--- src/design/fcd_pkg.sv ---
// fcd_pkg: shared types, constants and tables for the fibonacci cap direction unit
// used by every module of the block; depends on nothing
`timescale 1ns / 1ps
package fcd_pkg;

   // field and register widths
   localparam int INDEX_W = 12;
   localparam int COUNT_W = 13;
   localparam int CAP_W   = 16;
   localparam int DIR_W   = 16;
   localparam int ADDR_W  = 3;
   localparam int DATA_W  = 32;

   // register indexes (address bit 2) and reset values
   localparam logic REG_RAY_COUNT = 1'b0;
   localparam logic REG_CAP_ANGLE = 1'b1;
   localparam logic [COUNT_W-1:0] RAY_COUNT_RESET = 13'd64;
   localparam logic [CAP_W-1:0]   CAP_ANGLE_RESET = 16'd23040;

   // degrees Q8.8 to Q0.32 turns: q = a*CAP_SCALE + floor((a*CAP_REM + CAP_OFFSET)/45)
   localparam logic [15:0] CAP_SCALE       = 16'd46603;
   localparam logic [4:0]  CAP_REM         = 5'd17;
   localparam logic [4:0]  CAP_OFFSET      = 5'd22;
   localparam logic [21:0] CAP_RECIP       = 22'd2982617;
   localparam int          CAP_RECIP_SHIFT = 27;

   // golden angle step, 0.381966 turn in Q0.32
   localparam logic [30:0] GOLDEN_STEP = 31'd1640531478;

   // cordic datapath
   localparam int CORDIC_STAGES = 16;
   localparam int XW            = 33;
   localparam int ZW            = 34;
   localparam int CORDIC_GAIN   = 652032874;

   // divider and root
   localparam int DIV_STAGES  = 32;
   localparam int DIVIDEND_W  = 45;
   localparam int SQRT_STAGES = 32;
   localparam int SQ_W        = 61;
   localparam int ROOT_W      = 63;

   localparam int QUEUE_DEPTH = 4;

   // one item between front and back
   typedef struct packed {
      logic [INDEX_W-1:0] ray_index;
      logic               oor;
   } item_type;

   typedef struct packed {
      logic full;
      logic empty;
   } queue_status_type;

   // carried alongside the divider
   typedef struct packed {
      logic signed [XW-1:0] cp;
      logic signed [XW-1:0] sp;
      logic                 oor;
   } div_side_type;

   // carried alongside the root
   typedef struct packed {
      logic signed [31:0]   x30;
      logic signed [XW-1:0] cp;
      logic signed [XW-1:0] sp;
      logic                 oor;
   } root_side_type;

   // arctangent table in Q0.32 turns
   function automatic logic [31:0] atan_turn(input logic [3:0] k);
      logic [31:0] v;
      unique case (k)
         4'd0:  v = 32'h20000000;
         4'd1:  v = 32'h12E4051E;
         4'd2:  v = 32'h09FB385B;
         4'd3:  v = 32'h051111D4;
         4'd4:  v = 32'h028B0D43;
         4'd5:  v = 32'h0145D7E1;
         4'd6:  v = 32'h00A2F61E;
         4'd7:  v = 32'h00517C55;
         4'd8:  v = 32'h0028BE53;
         4'd9:  v = 32'h00145F2F;
         4'd10: v = 32'h000A2F98;
         4'd11: v = 32'h000517CC;
         4'd12: v = 32'h00028BE6;
         4'd13: v = 32'h000145F3;
         4'd14: v = 32'h0000A2FA;
         4'd15: v = 32'h0000517D;
         default: v = 32'h0;
      endcase
      return v;
   endfunction

endpackage

--- src/design/fcd_queue.sv ---
// fcd_queue: short item queue between front and back
// depends on fcd_pkg
`timescale 1ns / 1ps
module fcd_queue import fcd_pkg::*; (
   input  logic             clock,
   input  logic             reset,
   input  logic             push,
   input  item_type         push_item,
   input  logic             pop,
   output item_type         head_item,
   output queue_status_type status
);

   localparam int PTR_W = $clog2(QUEUE_DEPTH);
   localparam int CNT_W = $clog2(QUEUE_DEPTH + 1);

   item_type entry_ff [QUEUE_DEPTH];
   logic [PTR_W-1:0] wr_ptr_ff, rd_ptr_ff;
   logic [CNT_W-1:0] count_ff, count_in;

   // occupancy
   always_comb begin
      count_in = count_ff;
      if (push && !pop) count_in = count_ff + CNT_W'(1);
      else if (pop && !push) count_in = count_ff - CNT_W'(1);
   end

   // pointers and count
   always_ff @(posedge clock) begin
      if (reset) begin
         wr_ptr_ff <= '0;
         rd_ptr_ff <= '0;
         count_ff  <= '0;
      end else begin
         if (push) wr_ptr_ff <= wr_ptr_ff + PTR_W'(1);
         if (pop) rd_ptr_ff <= rd_ptr_ff + PTR_W'(1);
         count_ff <= count_in;
      end
   end

   // storage
   always_ff @(posedge clock) begin
      if (push) entry_ff[wr_ptr_ff] <= push_item;
   end

   assign head_item    = entry_ff[rd_ptr_ff];
   assign status.full  = (count_ff == CNT_W'(QUEUE_DEPTH));
   assign status.empty = (count_ff == '0);

endmodule

--- config.mk ---
export PLATFORM = sky130hd
export DESIGN_NAME = fcd_queue
export DESIGN_NICKNAME = d
export VERILOG_FILES = /design/src/design/fcd_pkg.sv /design/src/design/fcd_queue.sv
export SDC_FILE = /design/constraint.sdc
export NUM_CORES = 1
export LEC_CHECK = 0
export ABC_AREA = 1
export BUFFER_PORTS_ARGS = -buffer_cell sky130_fd_sc_hd__buf_2
export CELL_PAD_IN_SITES_DETAIL_PLACEMENT = 1
export CELL_PAD_IN_SITES_GLOBAL_PLACEMENT = 2
export CORE_ASPECT_RATIO = 1.75
export CORE_UTILIZATION = 42
export CTS_CLUSTER_SIZE = 40
export DETAILED_ROUTE_END_ITERATION = 8
export PLACE_DENSITY_LB_ADDON = 0.08
export RECOVER_POWER = 100
export SETUP_SLACK_MARGIN = 0.1
export SYNTH_ARGS = -nofsm -noshare
export SYNTH_HDL_FRONTEND = slang
export SYNTH_SLANG_ARGS = --single-unit
--- constraint.sdc ---
create_clock -name clock -period 3.6 [get_ports clock]
set_input_delay 0 -clock clock [delete_from_list [all_inputs] [get_ports clock]]
set_output_delay 0 -clock clock [all_outputs]
set_load 0.02 [all_outputs]
======== Word level (Yosys, flattened, before mapping) ========
Memory sizes are Yosys's and may differ from the RTL's. A register that Yosys moved wholly into a read port is not among the register bits.
Cells that the tools add are included.
cells by class
  $add $sub $neg .......................... 4
  equal/unequal tests ..................... 1
  multiplexer cells ....................... 6
  reduce and logical (&&, ||, !) cells .... 6
operator list
  kind                 number
  $mux 3               2
  $add 2x1->2 const B  2
  $mux 2               2
  $add 3x1->3 const B  1
  $eq 3x3->1 const B   1
  $logic_not 3->1      1
  $sub 3x1->3 const B  1
  $logic_and 1x1->1    2
  $logic_not 1->1      2
  $mux 1               2
  $reduce_bool 2->1    1
word-level totals
  register bits ........................... 7
  bits in writable memories ............... 52
  input port bits ......................... 17
  output and inout port bits .............. 15
  word-level logic and storage cells ...... 21
  memories kept ........................... 1
memory list
  name      words  bits a word  rd ports  clocked after memory_dff  wr ports  line             source
  entry_ff  4      13           1         1                         1         fcd_queue.sv:17  item_type entry_ff [QUEUE_DEPTH];

======== Depth between registers and ports, before layout ========
  word-level depth ........................ 4
  depth in mapped cells ................... 10
  depth with buffers taken out ............ 10

======== Worst setup path before layout ========
Ideal clock, no wire load.
  path type ............................... reg2reg
  start ................................... register wr_ptr_ff[0]
  end ..................................... memory entry_ff[2][0] (netlist name), enable pin
  arrival time ............................ 858 ps
  required time ........................... 3251 ps
  slack ................................... 2393 ps
  cell stages (with the launch flop) ...... 5
  buffers on the path ..................... 0
  cells stage by stage .................... dfxtp_1 > inv_1 > ha_1 > nand2_1 > inv_1
RTL lines
  item                    line             source
  from (decl)             fcd_queue.sv:18  logic [PTR_W-1:0] wr_ptr_ff, rd_ptr_ff;
  from (signal assigned)  fcd_queue.sv:35  if (push) wr_ptr_ff <= wr_ptr_ff + PTR_W'(1);
  to (decl)               fcd_queue.sv:17
No word-level cell before the write port.

==> results.cfg <==
[final_layout]
synthToLayoutAreaGrowth_pct = 20.05
design_area_um2 = 2907
insertedDiodeCount = 0
layout-drive-gt1-share = 0.09623
final_cells = 315
layout.nets = 257

[logic_synthesis]
syn_avg_cell_area_um2 = 13.16
ys_types = 24
netlist_area_um2 = 2421
yosysTopAreaCell = edfxtp_1
synth_warnings = 0
synth_seq_area_share = 0.7194
synth_top_area_frac = 0.6450
synthTopCellsByArea = edfxtp_1 64%, dfxtp_1 7.4%, o21ai_0 5.0%, nor2_1 4.5%, o22ai_1 3.4%
syn_inst = 184
synth.ff_latch_count = 61
syn-num-nets = 207

[clocking]
cts_root_buf = clkbuf_8
htree_levels = 3
post-cts-setup-buffer-count = 0
clkSinkCount = 61
clkLatencyLatePin_ns = 0.33
cts_tree = yes
cts.clk_slew.worst_paths_ns = 0.06
ctsResizeCount = 0
numCtsBuffers = 9
clock_path_buffers = 2

[drt]
viasPerCell = 4.940
vias = 1556
ant_nets = 0
drc_errors = 0
routed_wirelength_um = 4908
drt_iter0_drc = 45
dr.pass1.iters = 4
wl_per_cell_um = 15.58

[die]
start_util = 0.4370
die_area_um2 = 6084
die_w_um = 59.40
dieHeight_um = 102.4
core_um2 = 5540
pin_count = 32
core.rowCount = 36

[hold_path]
hold_start = push
hp-class = input pin to flip-flop
holdPathEnd = wr_ptr_ff[0]
hold_depth = 3

[worst_setup_path]
worstSetupEndpointType = primary output
arrival_ns = 2.08
worst_r2r_startpoint = wr_ptr_ff[0]
rr_worst_depth = 4
cp-start-kind = flip-flop
crit_fanout = 27
critPathKind = flip-flop to primary output
r2r_end = entry_ff[2][0]
cp_data_required_time_ns = 3.60
rrSetupSlack_ns = 2.14

[grt]
antenna_found_initial = 0
grt_overflow = 0
first_global_vias = 1601
grt_usage = 0.1825
grt_pass1_wl_um = 7576
grt_max_degree = 28

[power]
powerDensity_nw_per_um2 = 548.5
ir_worst_vdd_uv = 259.1
power_leakage_nw = 1.058

[timing]
fin_crit_ns = 2.083
tightest_slew_ns = 1.033
finalSetupViolations = 0
fin_worst_skew_ns = 0.009616
rsz0062_at_grt = no
maxSlewHeadroom = 0.3103
fmax_ghz = 0.4801
setup_tns_ns = 0
hold_viol = 0
maxSlewViolCount = 0
whs_ns = 0.02433
fin_crit_sh = 0.5786

[placement]
gp_congestion = 0.7129
place_area_um2 = 2592
place_inst = 284
port_buffers = 31
hpwlAfterDp_um = 3185

[flow_run]
maxCapViolCount = 0

[status]
status = completed
==> layer usage <==
layer / routed length (um) / global-route usage / part of all wire / up-vias
met5: 0 / 0 / 0 / -
met4: 104 / 0.1044 / 0.021 / 0
met3: 170 / 0.05570 / 0.035 / 7
met2: 2793 / 0.3258 / 0.57 / 31
met1: 1840 / 0.1804 / 0.37 / 762
li1: - / - / - / 756
==> worst max-delay path by stage <==
stage / start / to / slack [ns] / cells past startpoint
floorplan: wr_ptr_ff[0] / entry_ff[2][0] / 2.39 / 4
global placement: flip-flop / head_item[12] / 1.98 / 4
detailed placement: flip-flop / head_item[0] / 1.91 / 4
CTS: flip-flop / head_item[0] / 1.53 / 4
global route: flip-flop / head_item[0] / 1.36 / 4
finish: flip-flop / head_item[3] / 1.52 / 4
==> flip-flops by register name (all words and copies together), names as in the netlist, named ones only <==
| name | cells |
|---|---|
| entry_ff | 52 |
| count_ff | 3 |
| rd_ptr_ff | 2 |
| wr_ptr_ff | 2 |
==> cells in the final DEF (no fill, tap or decap) <==
master / netlist / routed
edfxtp_1: 52 / 52
clkinv_1: 0 / 1
fa_1: 1 / 1
dfxtp_1: 9 / 9
clkbuf_1: 0 / 29
a21oi_1: 3 / 3
nand3_1: 1 / 1
dlygate4sd3_1: 0 / 15
inv_2: 1 / 1
inv_1: 15 / 15
inv_8: 1 / 1
clkbuf_8: 0 / 11
nor2_1: 29 / 29
nor2_2: 3 / 3
o21ai_0: 24 / 27
nand4_1: 1 / 1
bufinv_16: 0 / 1
nand2_1: 9 / 9
xor2_1: 1 / 1
o22ai_1: 13 / 13
nor3_1: 2 / 2
ha_1: 5 / 5
o21ai_2: 1 / 1
buf_2: 2 / 5
o21ai_1: 6 / 3
==> repair_timing <==
item,4_1_cts,5_1_grt
hold endpoints to repair,54,0
setup endpoints to repair,0,0
hold buffers,15,0
==> synth_stat cells <==
| cell type | number |
|---|---|
| nand4_1 | 1 |
| o21ai_2 | 1 |
| buf_2 | 2 |
| buf_8 | 2 |
| o22ai_1 | 13 |
| nor2_2 | 3 |
| o21ai_1 | 6 |
| nor3_1 | 2 |
| inv_1 | 15 |
| buf_12 | 1 |
| inv_2 | 1 |
| nand2_1 | 9 |
| nor2_1 | 29 |
| edfxtp_1 | 52 |
| fa_1 | 1 |
| o21ai_0 | 24 |
| dfxtp_1 | 9 |
| nand3_1 | 1 |
| xor2_1 | 1 |
| inv_8 | 1 |
| ha_1 | 5 |
| buf_6 | 1 |
| a21oi_1 | 3 |
| buf_4 | 1 |
==> per-stage QoR <==
step / power (mW) / utilization / worst slack (ns)
6_report: 1.594 / 0.5246 / 1.517
5_1_grt: 1.657 / 0.5246 / 1.357
4_1_cts: 1.619 / 0.5305 / 1.533
3_5_place_dp: 1.013 / 0.4679 / 1.909
3_3_place_gp: 1.003 / 0.4679 / 1.977
2_1_floorplan: 0.9558 / - / 2.393
==> area by class of cell <==
| class | count | area (um2) |
|---|---|---|
| Clock buffer | 14 | 162.7 |
| Clock inverter | 2 | 33.78 |
| Fill cell | 611 | 2634 |
| Inverter | 17 | 71.32 |
| Multi-Input combinational cell | 99 | 529.3 |
| Sequential cell | 61 | 1742 |
| Tap cell | 76 | 95.09 |
| Timing Repair Buffer | 46 | 272.8 |
==> cells by family (layout without fill, tap and decap cells) <==
family,Yosys count,in the layout,synth area share
flip-flops,61,61,0.7194
XOR/XNOR,1,1,0.003618
buffers and inverters,24,79,0.06201
AND/OR/NAND/NOR,45,45,0.07545
adder cells (fa/ha/maj),6,6,0.03411
AO/OA/AOI/OAI,47,47,0.1054
==> worst max-delay path, stage by stage, from the launching register on <==
cell and delay [ns]:
dfxtp_1 1.00, inv_8 0.19, o21ai_0 0.29, o22ai_1 0.10, buf_2 0.17
==> power by group <==
part           total [mW]  switching (mW)  leakage, nW  internal (mW)
logic               0.171           0.114        0.407         0.0578
clock network       0.594           0.238       0.0983          0.356
registers           0.829          0.0253        0.552          0.804
Note: power is estimated with default switching activity, not from simulation.
