File: config.mk
export PLATFORM = sky130hd
export DESIGN_NAME = fcd_front
export DESIGN_NICKNAME = d
export VERILOG_FILES = /design/src/design/fcd_pkg.sv /design/src/design/fcd_front.sv
export SDC_FILE = /design/constraint.sdc
export NUM_CORES = 1
export LEC_CHECK = 0
export CAP_MARGIN = 20
export CORE_AREA = 2 2 39 41
export DETAILED_ROUTE_END_ITERATION = 10
export DIE_AREA = 0 0 41 43
export DONT_BUFFER_PORTS = 1
export GPL_ROUTABILITY_DRIVEN = 0
export PLACE_DENSITY_LB_ADDON = 0.15
export SLEW_MARGIN = 10
export SYNTH_ARGS = -nofsm -noshare
export SYNTH_HDL_FRONTEND = slang
export SYNTH_SLANG_ARGS = --single-unit
export TNS_END_PERCENT = 100
File: constraint.sdc
create_clock -name vclk -period 3.5
set_clock_uncertainty 0.15 [all_clocks]
set_input_delay 0.35 -clock vclk [all_inputs]
set_output_delay 0.35 -clock vclk [all_outputs]
set_load 0.005 [all_outputs]
File: src/design/fcd_pkg.sv
// fcd_pkg: shared types, constants and tables for the fibonacci cap direction unit
// used by every module of the block; depends on nothing
`timescale 1ns / 1ps
package fcd_pkg;

   // field and register widths
   localparam int INDEX_W = 12;
   localparam int COUNT_W = 13;
   localparam int CAP_W   = 16;
   localparam int DIR_W   = 16;
   localparam int ADDR_W  = 3;
   localparam int DATA_W  = 32;

   // register indexes (address bit 2) and reset values
   localparam logic REG_RAY_COUNT = 1'b0;
   localparam logic REG_CAP_ANGLE = 1'b1;
   localparam logic [COUNT_W-1:0] RAY_COUNT_RESET = 13'd64;
   localparam logic [CAP_W-1:0]   CAP_ANGLE_RESET = 16'd23040;

   // degrees Q8.8 to Q0.32 turns: q = a*CAP_SCALE + floor((a*CAP_REM + CAP_OFFSET)/45)
   localparam logic [15:0] CAP_SCALE       = 16'd46603;
   localparam logic [4:0]  CAP_REM         = 5'd17;
   localparam logic [4:0]  CAP_OFFSET      = 5'd22;
   localparam logic [21:0] CAP_RECIP       = 22'd2982617;
   localparam int          CAP_RECIP_SHIFT = 27;

   // golden angle step, 0.381966 turn in Q0.32
   localparam logic [30:0] GOLDEN_STEP = 31'd1640531478;

   // cordic datapath
   localparam int CORDIC_STAGES = 16;
   localparam int XW            = 33;
   localparam int ZW            = 34;
   localparam int CORDIC_GAIN   = 652032874;

   // divider and root
   localparam int DIV_STAGES  = 32;
   localparam int DIVIDEND_W  = 45;
   localparam int SQRT_STAGES = 32;
   localparam int SQ_W        = 61;
   localparam int ROOT_W      = 63;

   localparam int QUEUE_DEPTH = 4;

   // one item between front and back
   typedef struct packed {
      logic [INDEX_W-1:0] ray_index;
      logic               oor;
   } item_type;

   typedef struct packed {
      logic full;
      logic empty;
   } queue_status_type;

   // carried alongside the divider
   typedef struct packed {
      logic signed [XW-1:0] cp;
      logic signed [XW-1:0] sp;
      logic                 oor;
   } div_side_type;

   // carried alongside the root
   typedef struct packed {
      logic signed [31:0]   x30;
      logic signed [XW-1:0] cp;
      logic signed [XW-1:0] sp;
      logic                 oor;
   } root_side_type;

   // arctangent table in Q0.32 turns
   function automatic logic [31:0] atan_turn(input logic [3:0] k);
      logic [31:0] v;
      unique case (k)
         4'd0:  v = 32'h20000000;
         4'd1:  v = 32'h12E4051E;
         4'd2:  v = 32'h09FB385B;
         4'd3:  v = 32'h051111D4;
         4'd4:  v = 32'h028B0D43;
         4'd5:  v = 32'h0145D7E1;
         4'd6:  v = 32'h00A2F61E;
         4'd7:  v = 32'h00517C55;
         4'd8:  v = 32'h0028BE53;
         4'd9:  v = 32'h00145F2F;
         4'd10: v = 32'h000A2F98;
         4'd11: v = 32'h000517CC;
         4'd12: v = 32'h00028BE6;
         4'd13: v = 32'h000145F3;
         4'd14: v = 32'h0000A2FA;
         4'd15: v = 32'h0000517D;
         default: v = 32'h0;
      endcase
      return v;
   endfunction

endpackage

File: src/design/fcd_front.sv
// fcd_front: accepts request items and classifies them against the ray count
// depends on fcd_pkg
`timescale 1ns / 1ps
module fcd_front import fcd_pkg::*; (
   input  logic               req_valid,
   output logic               req_stall,
   input  logic [INDEX_W-1:0] req_ray_index,
   input  logic [COUNT_W-1:0] eff_count,
   input  queue_status_type   q_status,
   output logic               push,
   output item_type           push_item
);

   // take an item whenever the queue has room
   assign req_stall = q_status.full;
   assign push      = req_valid && !q_status.full;

   // out of range when the index is not below the effective count
   assign push_item.ray_index = req_ray_index;
   assign push_item.oor       = ({1'b0, req_ray_index} >= eff_count);

endmodule

# After elaboration in Yosys (flattened, before gate mapping)
# Index checks and enable logic that the tools add are counted.
# W data, S select, Z words.
# op_classes
addsub,0
multipliers,0
div,0
n_lt_le_gt_ge,1
eq_ne,0
n_shift,0
muxes,0
bitwise,0
reduce_logical,2
# op_table
op,n
$ge A12 B13 Y1,1
$logic_and A1 B1 Y1,1
$logic_not A1 Y1,1
# word_totals
regBits,0
latchBits,0
ramBits,0
rom_bits,0
input_bits,28
out_inout_bits,15
elab_cells,3
memories,0

# Longest topological paths before layout
# Gate-level depths: netlist of the first run.
# logic_depth
depth_word,2
ltp_mapped,6
ltp_nobuf,6

# Least setup slack after synthesis of the first run
# No wires, ideal clock.
# synth_path
path_kind,input-to-output
from,input eff_count[3]
to,output push_item[0] (netlist name)
arrival_time_ns,1.227
required_ns,3.000
slack_ns,1.773
cell_stages,6
path_buffers,0
path_cell_list,inv_1 > ha_1 > a21oi_2 > a21boi_1 > o31ai_1 > o221ai_1
# synth_lines
element,line_no,source
"start, declared",fcd_front.sv:8,"input logic [COUNT_W-1:0] eff_count,"
"end, declared",fcd_front.sv:11,output item_type push_item

==> impl_results.md, run 1 <==
* Buf+Inv Stages, Crit Path at 1
* Post-Layout Cell Count at 58
* Starting Density at 29.1%
* Inst Count DP at 58
* Routed length per instance at 9.97 µm
* Grt total ovfl at 0
* Number of core rows at 14
* Share of the synthesized area in the top cell type at 37.3%
* Worst VDD drop at 0.0000165 V
* Area of the core at 1380 µm²
* CP max stage delay at 0.31 ns
* Final wirelength at 578 µm
* Via count at 281
* Critical hold path startpoint: req_ray_index[10]
* Main area contributors after synthesis: ha_1 (37%), buf_4 (24%), inv_1 (12%)
* Crit path max-delay family: compound AO/OA/AOI/OAI gates
* N_diodes at 0
* Design Area, Final at 325 µm²
* Setup Buffers After CTS at 0
* PD cells at 86.9 nW/µm²
* I/O Buffers at 0
* Hold Buf Count CTS at 0
* Drt drc at 0
* ANT nets after route at 0
* Worst hold-check path type: in -> out
* Total Negative Setup Slacks at 0 ns
* Drt via density at 4.84
* 1st-iter DRT viols at 1
* Clkbuf count at 0
* Area Growth Syn to Fin at -19.3%
* P_leak at 0.000198 µW
* Fin crit period at 1.83 ns
* Req. time, crit path at 3.00 ns
* Rel. slew slack at 85.2%
* Startpoint Class: input port
* Post-CTS sizing at 0
* DP HPWL at 576 µm
* Top cells by count, synth: buf_4 (13), inv_1 (13), ha_1 (12)
* Synth Cell Area at 403 µm²
* Max Clk Rate at 548 MHz
* IO Count at 43
* Synthesized area per cell at 7.33 µm²
* Largest net degree at the start of global routing at 4
* Number of global-route vias before repair at 253
* Seq_cells at 0
* FF+latch area at 0 µm²
* RSZ-0062 raised after global routing: false
* Cells after synthesis at 55
* Unique masters post-synth at 16
* Nets at 84
* Slew at the pin closest to its max-slew limit at 0.219 ns
* First-pass GRT wire length at 903 µm
* Period utilization at 52.2%
* Final hold vios at 0
* CP startpoint: eff_count[3]
* Crit-path max FO at 3
* Sequential area share after synthesis at 0%
* Share of cells above drive strength 1 at 2.38%
* Drt pass-1 iters at 2
* Final setup viols at 0
* Setup crit end kind: primary output
* Max-Cap Viols at 0
* Initial antenna violation count at 0
* Status: finished, final reports clean
* Ys Warns at 0
* WP data arrival at 1.33 ns
* Die Ht at 43 µm
* GRT Total Usage at 6.79%
* Cell area after placement at 325 µm²
* Slowest stage cell, crit path: ha_1
* Critical path class: in -> out
* Post-Syn Nets at 95
* Die area at 1760 µm²
* Slew Limit Fails at 0
* Area leader, netlist: ha_1
* Die X at 41 µm
* Crit path cell chain: inv_1, ha_1, a21oi_2, a21boi_1, o31ai_1, o221ai_1
metal layers:
metal	track usage (%)	vias up	share of wire, %
met2	13.1	19	50
met5	0	-	0
li1	-	146	-
met4	0	0	0
met3	1.05	0	14
met1	7.59	116	36
area by class of cell:
type                       count  area, µm²
fill                         163       1060
inverter                      13       48.8
multi-input combinational     29        256
tap                           16       20.0
final timing paths:
path | endpoint | slack (ns) | cells after the start
max | push_item[0] | 1.67 | 6
min | push_item[11] | 0.55 | 0
report_power, final:
group / leakage, µW / switching [µW] / total, µW / internal [µW]
Combinational: 0.000198 / 14.4 / 28.3 / 13.8
Clock: 0 / 0 / 0 / 0
Sequential: 0 / 0 / 0 / 0
through the flow:
stage | total power [µW] | util [%] | hold WS [ns] | setup WS, ns
2_1_floorplan | 36.2 | - | 0.580 | 1.77
3_3_place_gp | 29.4 | 23.5 | 0.550 | 1.67
3_5_place_dp | 29.3 | 23.5 | 0.550 | 1.65
4_1_cts | 29.6 | 23.5 | 0.550 | 1.65
5_1_grt | 36.1 | 23.5 | 0.550 | 1.55
6_report | 28.3 | 23.5 | 0.550 | 1.67
cell usage in the layout, fill, tap and decap left out:
master and count:
nor2_1 2, a211oi_1 1, nor2b_1 1, o31ai_1 1, a21o_1 1, a21oi_2 1, o221ai_1 1, nand4b_1 1
nand3_1 1, nand4_1 2, a21boi_1 1, inv_1 13, nand2_1 1, a21oi_1 3, ha_1 12
cells by family (layout without fill, tap and decap cells):
family	after synthesis	count (layout)	synth area share [%]
adder cells (fa/ha/maj)	12	12	37.3
AND/OR/NAND/NOR	8	8	10.9
AO/OA/AOI/OAI	9	9	15.5
buffers and inverters	26	13	36.3
No activity file was read; power rests on OpenSTA's default activity.
==> run 2: changes to the inputs <==
--- a/config.mk
+++ b/config.mk
@@ -5,6 +5,7 @@
 export SDC_FILE = /design/constraint.sdc
 export NUM_CORES = 1
 export LEC_CHECK = 0
+export ABC_AREA = 1
 export CAP_MARGIN = 20
 export CORE_AREA = 2 2 39 41
 export DETAILED_ROUTE_END_ITERATION = 10
==> constraint.sdc (replaced) <==
create_clock -name vclk -period 1.5
set_clock_uncertainty 0.15 [all_clocks]
set_input_delay 0.15 -clock vclk [all_inputs]
set_output_delay 0.15 -clock vclk [all_outputs]
set_load 0.005 [all_outputs]
==> run 2 against run 1 <==
Net effect:
- wire length shrank 0.69%
- combinational power rose to 2.9 times the previous value
- synthesized cell count rose by 36%
- utilization increased by 4.4 points
- worst hold slack worse by 0.40 ns
- via count increased by 16%
- global-route usage shrank 0.40 points
- largest cell class unchanged
==> impl_results.md, run 2 <==
* Post-Layout Cell Count at 78 (was 58)
* CP most frequent cell: nor2_1
* Xor-xnor portion of the synthesized cell area at 0% (unchanged)
* Synth Cell Area at 464 µm² (was 403 µm²)
* Post-layout util at 27.9% (was 23.5%)
* Final setup viols at 0 (unchanged)
* Slew Limit Fails at 0 (unchanged)
* Post-Syn Nets at 115 (was 95)
* Crit-path max FO at 2 (was 3)
* Post-Synth Adder-Cell Area at 32.3% (was 37.3%)
* Routed length per instance at 7.36 µm (was 9.97 µm)
* Buf+Inv Stages, Crit Path at 1 (unchanged)
* Die Ht at 43 µm (unchanged)
* First-pass GRT wire length at 869 µm (was 903 µm)
* Hold-critical path endpoint: push_item[1] (was push_item[11])
* 1st-iter DRT viols at 2 (was 1)
* Top cells by count, synth: inv_1 (18), nand2_1 (16), buf_4 (13) (was buf_4 (13), inv_1 (13), ha_1 (12))
* WP data arrival at 0.91 ns (was 1.33 ns)
* Period utilization at 80.6%
* Post-CTS sizing at 0 (unchanged)
* Share of cells above drive strength 1 at 9.68% (was 2.38%)
* Most common cell after layout, fill and taps aside: inv_1 (unchanged)
* Drt via density at 4.19 (was 4.84)
* Area Growth Syn to Fin at -16.7% (was -19.3%)
* Seq_cells at 0 (unchanged)
* Crit path cell chain: inv_1, ha_1, nand2_2, nor2_4, nand2_1, nor2_1, nor2_1, nand3_2 (was inv_1, ha_1, a21oi_2, a21boi_1, o31ai_1, o221ai_1)
* Total Negative Setup Slacks at 0 ns (unchanged)
* Nets at 104 (was 84)
* Stages on worst setup path at 8 (was 6)
* Area of the core at 1380 µm² (unchanged)
* Worst hold-check path type: in -> out (unchanged)
* Synthesized area per cell at 6.19 µm² (was 7.33 µm²)
* Area leader, netlist: ha_1 (unchanged)
* Drt drc at 0 (unchanged)
* Setup Buffers After CTS at 0 (unchanged)
* Fillers at 171 (was 163)
* RSZ-0062 raised after global routing: false (unchanged)
* FF+latch area at 0 µm² (unchanged)
* Fin crit period at 1.21 ns
* Max Clk Rate at 827 MHz
* Critical path class: in -> out (unchanged)
* Sequential area share after synthesis at 0% (unchanged)
* GRT Total Usage at 6.39% (was 6.79%)
* Slowest stage cell, crit path: ha_1 (unchanged)
* Die X at 41 µm (unchanged)
* WHS Path Cells at 0 (unchanged)
* CP max stage delay at 0.29 ns (was 0.31 ns)
* Req. time, crit path at 1.20 ns (was 3.00 ns)
* Main area contributors after synthesis: ha_1 (32%), buf_4 (21%), inv_1 (15%) (was ha_1 (37%), buf_4 (24%), inv_1 (12%))
* Number of global-route vias before repair at 258 (was 253)
* Max-Cap Viols at 0 (unchanged)
* Startpoint Class: input port (unchanged)
* Complex-gate fraction of the synthesized area at 4.31% (was 15.5%)
* Final wirelength at 574 µm (was 578 µm)
* I/O Buffers at 0 (unchanged)
* Unique masters post-synth at 13 (was 16)
* Post-Synth Simple-Gate Area at 27.0% (was 10.9%)
* Post-synthesis mux area share at 0% (unchanged)
* Drt pass-1 iters at 3 (was 2)
* Number of core rows at 14 (unchanged)
* Worst VDD drop at 0.0000498 V (was 0.0000165 V)
* DP HPWL at 559 µm (was 576 µm)
* Setup crit end kind: primary output (unchanged)
* Die area at 1760 µm² (unchanged)
* Largest net degree at the start of global routing at 4 (unchanged)
* Hold Buf Count CTS at 0 (unchanged)
* Cells after synthesis at 75 (was 55)
* Rel. slew slack at 90.7% (was 85.2%)
* Starting Density at 33.5% (was 29.1%)
* Most frequent cell after synthesis: inv_1
* Clkbuf count at 0 (unchanged)
* Inst Count DP at 78 (was 58)
* Status: finished, final reports clean (unchanged)
* Initial antenna violation count at 0 (unchanged)
* PD cells at 209 nW/µm² (was 86.9 nW/µm²)
* N_diodes at 0 (unchanged)
* P_leak at 0.000259 µW (was 0.000198 µW)
* Critical hold path startpoint: req_ray_index[0] (was req_ray_index[10])
* Overall power at 80.8 µW (was 28.3 µW)
* Crit path max-delay family: simple AND/OR/NAND/NOR gates (was compound AO/OA/AOI/OAI gates)
* Grt total ovfl at 0 (unchanged)
* Via count at 327 (was 281)
* Ys Warns at 0 (unchanged)
* Most frequent cells in the layout: inv_1 (18), nand2_1 (16), ha_1 (12), nor2_1 (4), a21oi_1 (3) (was inv_1 (13), ha_1 (12), a21oi_1 (3), nor2_1 (2), nand4_1 (2))
* IO Count at 43 (unchanged)
* Slew at the pin closest to its max-slew limit at 0.138 ns (was 0.219 ns)
* Share of the synthesized area in the top cell type at 32.3% (was 37.3%)
* Final hold vios at 0 (unchanged)
* ANT nets after route at 0 (unchanged)
* Largest family of logic cells by synthesized area: buffers and inverters (was adder cells)
run 2: changes by cell type in the layout (fill, tap and decap cells not counted), moves of 2 or more:
| cell | previous run | this run |
|---|---|---|
| nand2_2 | 0 | 2 |
| nand4_1 | 2 | 0 |
| nand2_1 | 1 | 16 |
| nor2_1 | 2 | 4 |
| inv_1 | 13 | 18 |
run 2: per-layer routing:
layer	wire [µm]	part of all wire (%)	global-route usage, %	vias to the layer above
li1	-	-	-	186
met1	242	42	7.91	129
met2	266	46	11.3	12
met3	65	11	1.57	0
met4	0	0	0	0
met5	0	0	0	-
run 2: cells by family after synthesis:
kind of cell | after synthesis
AO/OA/AOI/OAI | 4
buffers and inverters | 32
AND/OR/NAND/NOR | 27
adder cells (fa/ha/maj) | 12
run 2: power by group:
group | internal [µW] | leakage [µW] | switching (µW)
Combinational | 35.9 | 0.000259 | 44.9
Clock | 0 | 0 | 0
Sequential | 0 | 0 | 0
Total | 35.9 | 0.000259 | 44.9
run 2: per-stage QoR:
stage / hold slack, ns / cell area (µm²) / worst slack, ns
4_1_cts: 0.150 / 387 / 0.270
3_3_place_gp: 0.150 / 387 / 0.273
6_report: 0.150 / 387 / 0.290
3_5_place_dp: 0.150 / 387 / 0.273
5_1_grt: 0.150 / 387 / 0.184
2_1_floorplan: 0.181 / 464 / 0.340
run 2: area by class of cell:
cell class / instances / area (µm²) / area share (%)
inverters: 19 / 71.3 / 18.4
well taps: 16 / 20.0 / 5.18
multi-input cells: 43 / 295 / 76.4
run 2: worst max-delay path by stage:
| stage | slack, ns | from | to |
|---|---|---|---|
| 2_1_floorplan | 0.34 | eff_count[4] | push_item[0] |
| 3_3_place_gp | 0.27 | eff_count[10] | push_item[0] |
| 3_5_place_dp | 0.27 | eff_count[10] | push_item[0] |
| 4_1_cts | 0.27 | eff_count[10] | push_item[0] |
| 5_1_grt | 0.18 | eff_count[4] | push_item[0] |
| 6_report | 0.29 | eff_count[4] | push_item[0] |
==> run 3: changes to the inputs <==
==> constraint.sdc (replaced) <==
create_clock -name vclk -period 1.2
set_clock_uncertainty 0.15 [all_clocks]
set_input_delay 0.12 -clock vclk [all_inputs]
set_output_delay 0.12 -clock vclk [all_outputs]
set_load 0.005 [all_outputs]
==> run 3 against run 2 <==
Net effect:
- die area unchanged
- non-clock buffer count unchanged
- utilization up 11 points
- sequential share of layout area did not move
- combinational power up 100%
- sequential cell count did not move
- largest cell class unchanged
==> impl_results.md, run 3 (synthesis gave the netlist of run 2 again) <==
* Number of global-route vias before repair at 284 (was 258)
* Total internal power at 82.9 µW (was 35.9 µW)
* Combinational power share at 100.0% (about the same)
* 1st-iter DRT viols at 0 (was 2)
* Buf+Inv Stages, Crit Path at 1 (unchanged)
* Seq pwr share at 0% (about the same)
* Max Clk Rate at 883 MHz
* Crit-path max FO at 2 (unchanged)
* NetSw at 80.1 µW (was 44.9 µW)
* PD cells at 301 nW/µm² (was 209 nW/µm²)
* Total Negative Setup Slacks at 0 ns (unchanged)
* Area of the core at 1380 µm² (unchanged)
* CP most frequent cell: nand2_2 (was nor2_1)
* Stages on worst setup path at 8 (unchanged)
* N_diodes at 0 (unchanged)
* CP startpoint: eff_count[10] (was eff_count[4])
* Setup crit end kind: primary output (unchanged)
* Die area at 1760 µm² (unchanged)
* Die Ht at 43 µm (unchanged)
* Most common cell after layout, fill and taps aside: inv_1 (unchanged)
* Drt pass-1 iters at 1 (was 3)
* Slew Limit Fails at 0 (unchanged)
* WP data arrival at 0.86 ns (was 0.91 ns)
* Fin crit period at 1.13 ns
* Slew at the pin closest to its max-slew limit at 0.139 ns (was 0.138 ns)
* Period utilization at 94.3%
* Overall power at 163 µW (was 80.8 µW)
* Worst VDD drop at 0.0000829 V (was 0.0000498 V)
* GRT Total Usage at 7.09% (was 6.39%)
* Nets at 104 (unchanged)
* Seq_cells at 0 (unchanged)
* Hold WS at 0.0900 ns (was 0.150 ns)
* CP max stage delay at 0.27 ns (was 0.29 ns)
* Clock network fraction of total power at 0% (about the same)
* DP HPWL at 570 µm (was 559 µm)
* Inst Count DP at 78 (unchanged)
* Req. time, crit path at 0.93 ns (was 1.20 ns)
* Crit path max-delay family: simple AND/OR/NAND/NOR gates (unchanged)
* Die X at 41 µm (unchanged)
* Switching share of power at 49.2% (was 55.6%)
* Critical path class: in -> out (unchanged)
* I/O Buffers at 0 (unchanged)
* P_leak at 0.000267 µW (was 0.000259 µW)
* Area Growth Syn to Fin at 16.7% (was -16.7%)
* Crit path to: push_item[0] (unchanged)
* Multi-input logic area at 450 µm² (was 295 µm²)
* Post-layout util at 39.2% (was 27.9%)
* FF+latch area at 0 µm² (unchanged)
* Drt via density at 4.33 (was 4.19)
* Fillers at 153 (was 171)
* Most frequent cells in the layout: inv_1 (14), nand2_1 (12), ha_4 (10), inv_2 (5), nand2_2 (4) (was inv_1 (18), nand2_1 (16), ha_1 (12), nor2_1 (4), a21oi_1 (3))
* Number of core rows at 14 (unchanged)
* Via count at 338 (was 327)
* ANT nets after route at 0 (unchanged)
* IO Count at 43 (unchanged)
* Routed length per instance at 9.74 µm (was 7.36 µm)
* Grt total ovfl at 0 (unchanged)
* Clkbuf count at 0 (unchanged)
* Rel. slew slack at 90.6% (was 90.7%)
* Initial antenna violation count at 0 (unchanged)
* Max-Cap Viols at 0 (unchanged)
* Final setup viols at 0 (unchanged)
* Hold Buf Count CTS at 0 (unchanged)
* Crit path cell chain: inv_1, ha_4, nand2_2, nor2_4, nand2_2, nor2_2, nor2_1, nand3_2 (was inv_1, ha_1, nand2_2, nor2_4, nand2_1, nor2_1, nor2_1, nand3_2)
* Status: finished, final reports clean (unchanged)
* Startpoint Class: input port (unchanged)
* Post-Layout Cell Count at 78 (unchanged)
* Final hold vios at 0 (unchanged)
* Largest net degree at the start of global routing at 4 (unchanged)
* First-pass GRT wire length at 966 µm (was 869 µm)
* Starting Density at 33.5% (unchanged)
* Share of cells above drive strength 1 at 41.9% (was 9.68%)
* Slowest stage cell, crit path: ha_4 (was ha_1)
* Final wirelength at 760 µm (was 574 µm)
* Drt drc at 0 (unchanged)
* Worst hold-check path type: in -> out (unchanged)
## run 3: what timing repair did
| action | CTS | global route |
|---|---|---|
| resized for setup | 0 | 23 |
| buffers inserted | 0 | 0 |
| endpoints found under the setup margin | 0 | 1 |
| hold endpoints to repair | 0 | 0 |
## run 3: worst min path at each step
stage                          start       endpoint  slack, ns  cells past startpoint
finish              req_ray_index[0]   push_item[1]       0.09                      0
global route        req_ray_index[9]  push_item[10]       0.09                      0
CTS                      q_status[1]      req_stall       0.09                      0
detailed placement       q_status[1]      req_stall       0.09                      0
global placement         q_status[1]      req_stall       0.09                      0
floorplan                q_status[1]           push       0.12                      1
## run 3: metal layers
| metal | vias to the layer above | share of wire [%] | global-route usage [%] | wire length [µm] |
|---|---|---|---|---|
| met5 | - | 0 | 0 | 0 |
| met4 | 0 | 0 | 0 | 0 |
| met3 | 0 | 8.0 | 1.05 | 61 |
| met2 | 12 | 53 | 12.5 | 403 |
| met1 | 139 | 39 | 9.18 | 295 |
| li1 | 187 | - | - | - |
## run 3: metrics by stage
step	area [µm²]	setup WS [ns]
after detailed placement	387	0.0325
final	542	0.0679
after global placement	387	0.0331
after global routing	542	-0.00178
after CTS	387	0.0293
after floorplan	464	0.0996
## run 3: layout make-up
class	count	share of cell area, %
inverter	19	13.2
tap	16	3.70
multi-input combinational	43	83.1
## run 3: power by group through the flow
stage          combinational [µW]  sequential, µW  clock (µW)
6_report                      163               0           0
3_5_place_dp                  104               0           0
5_1_grt                       188               0           0
2_1_floorplan                 124               0           0
3_3_place_gp                  103               0           0
4_1_cts                       105               0           0
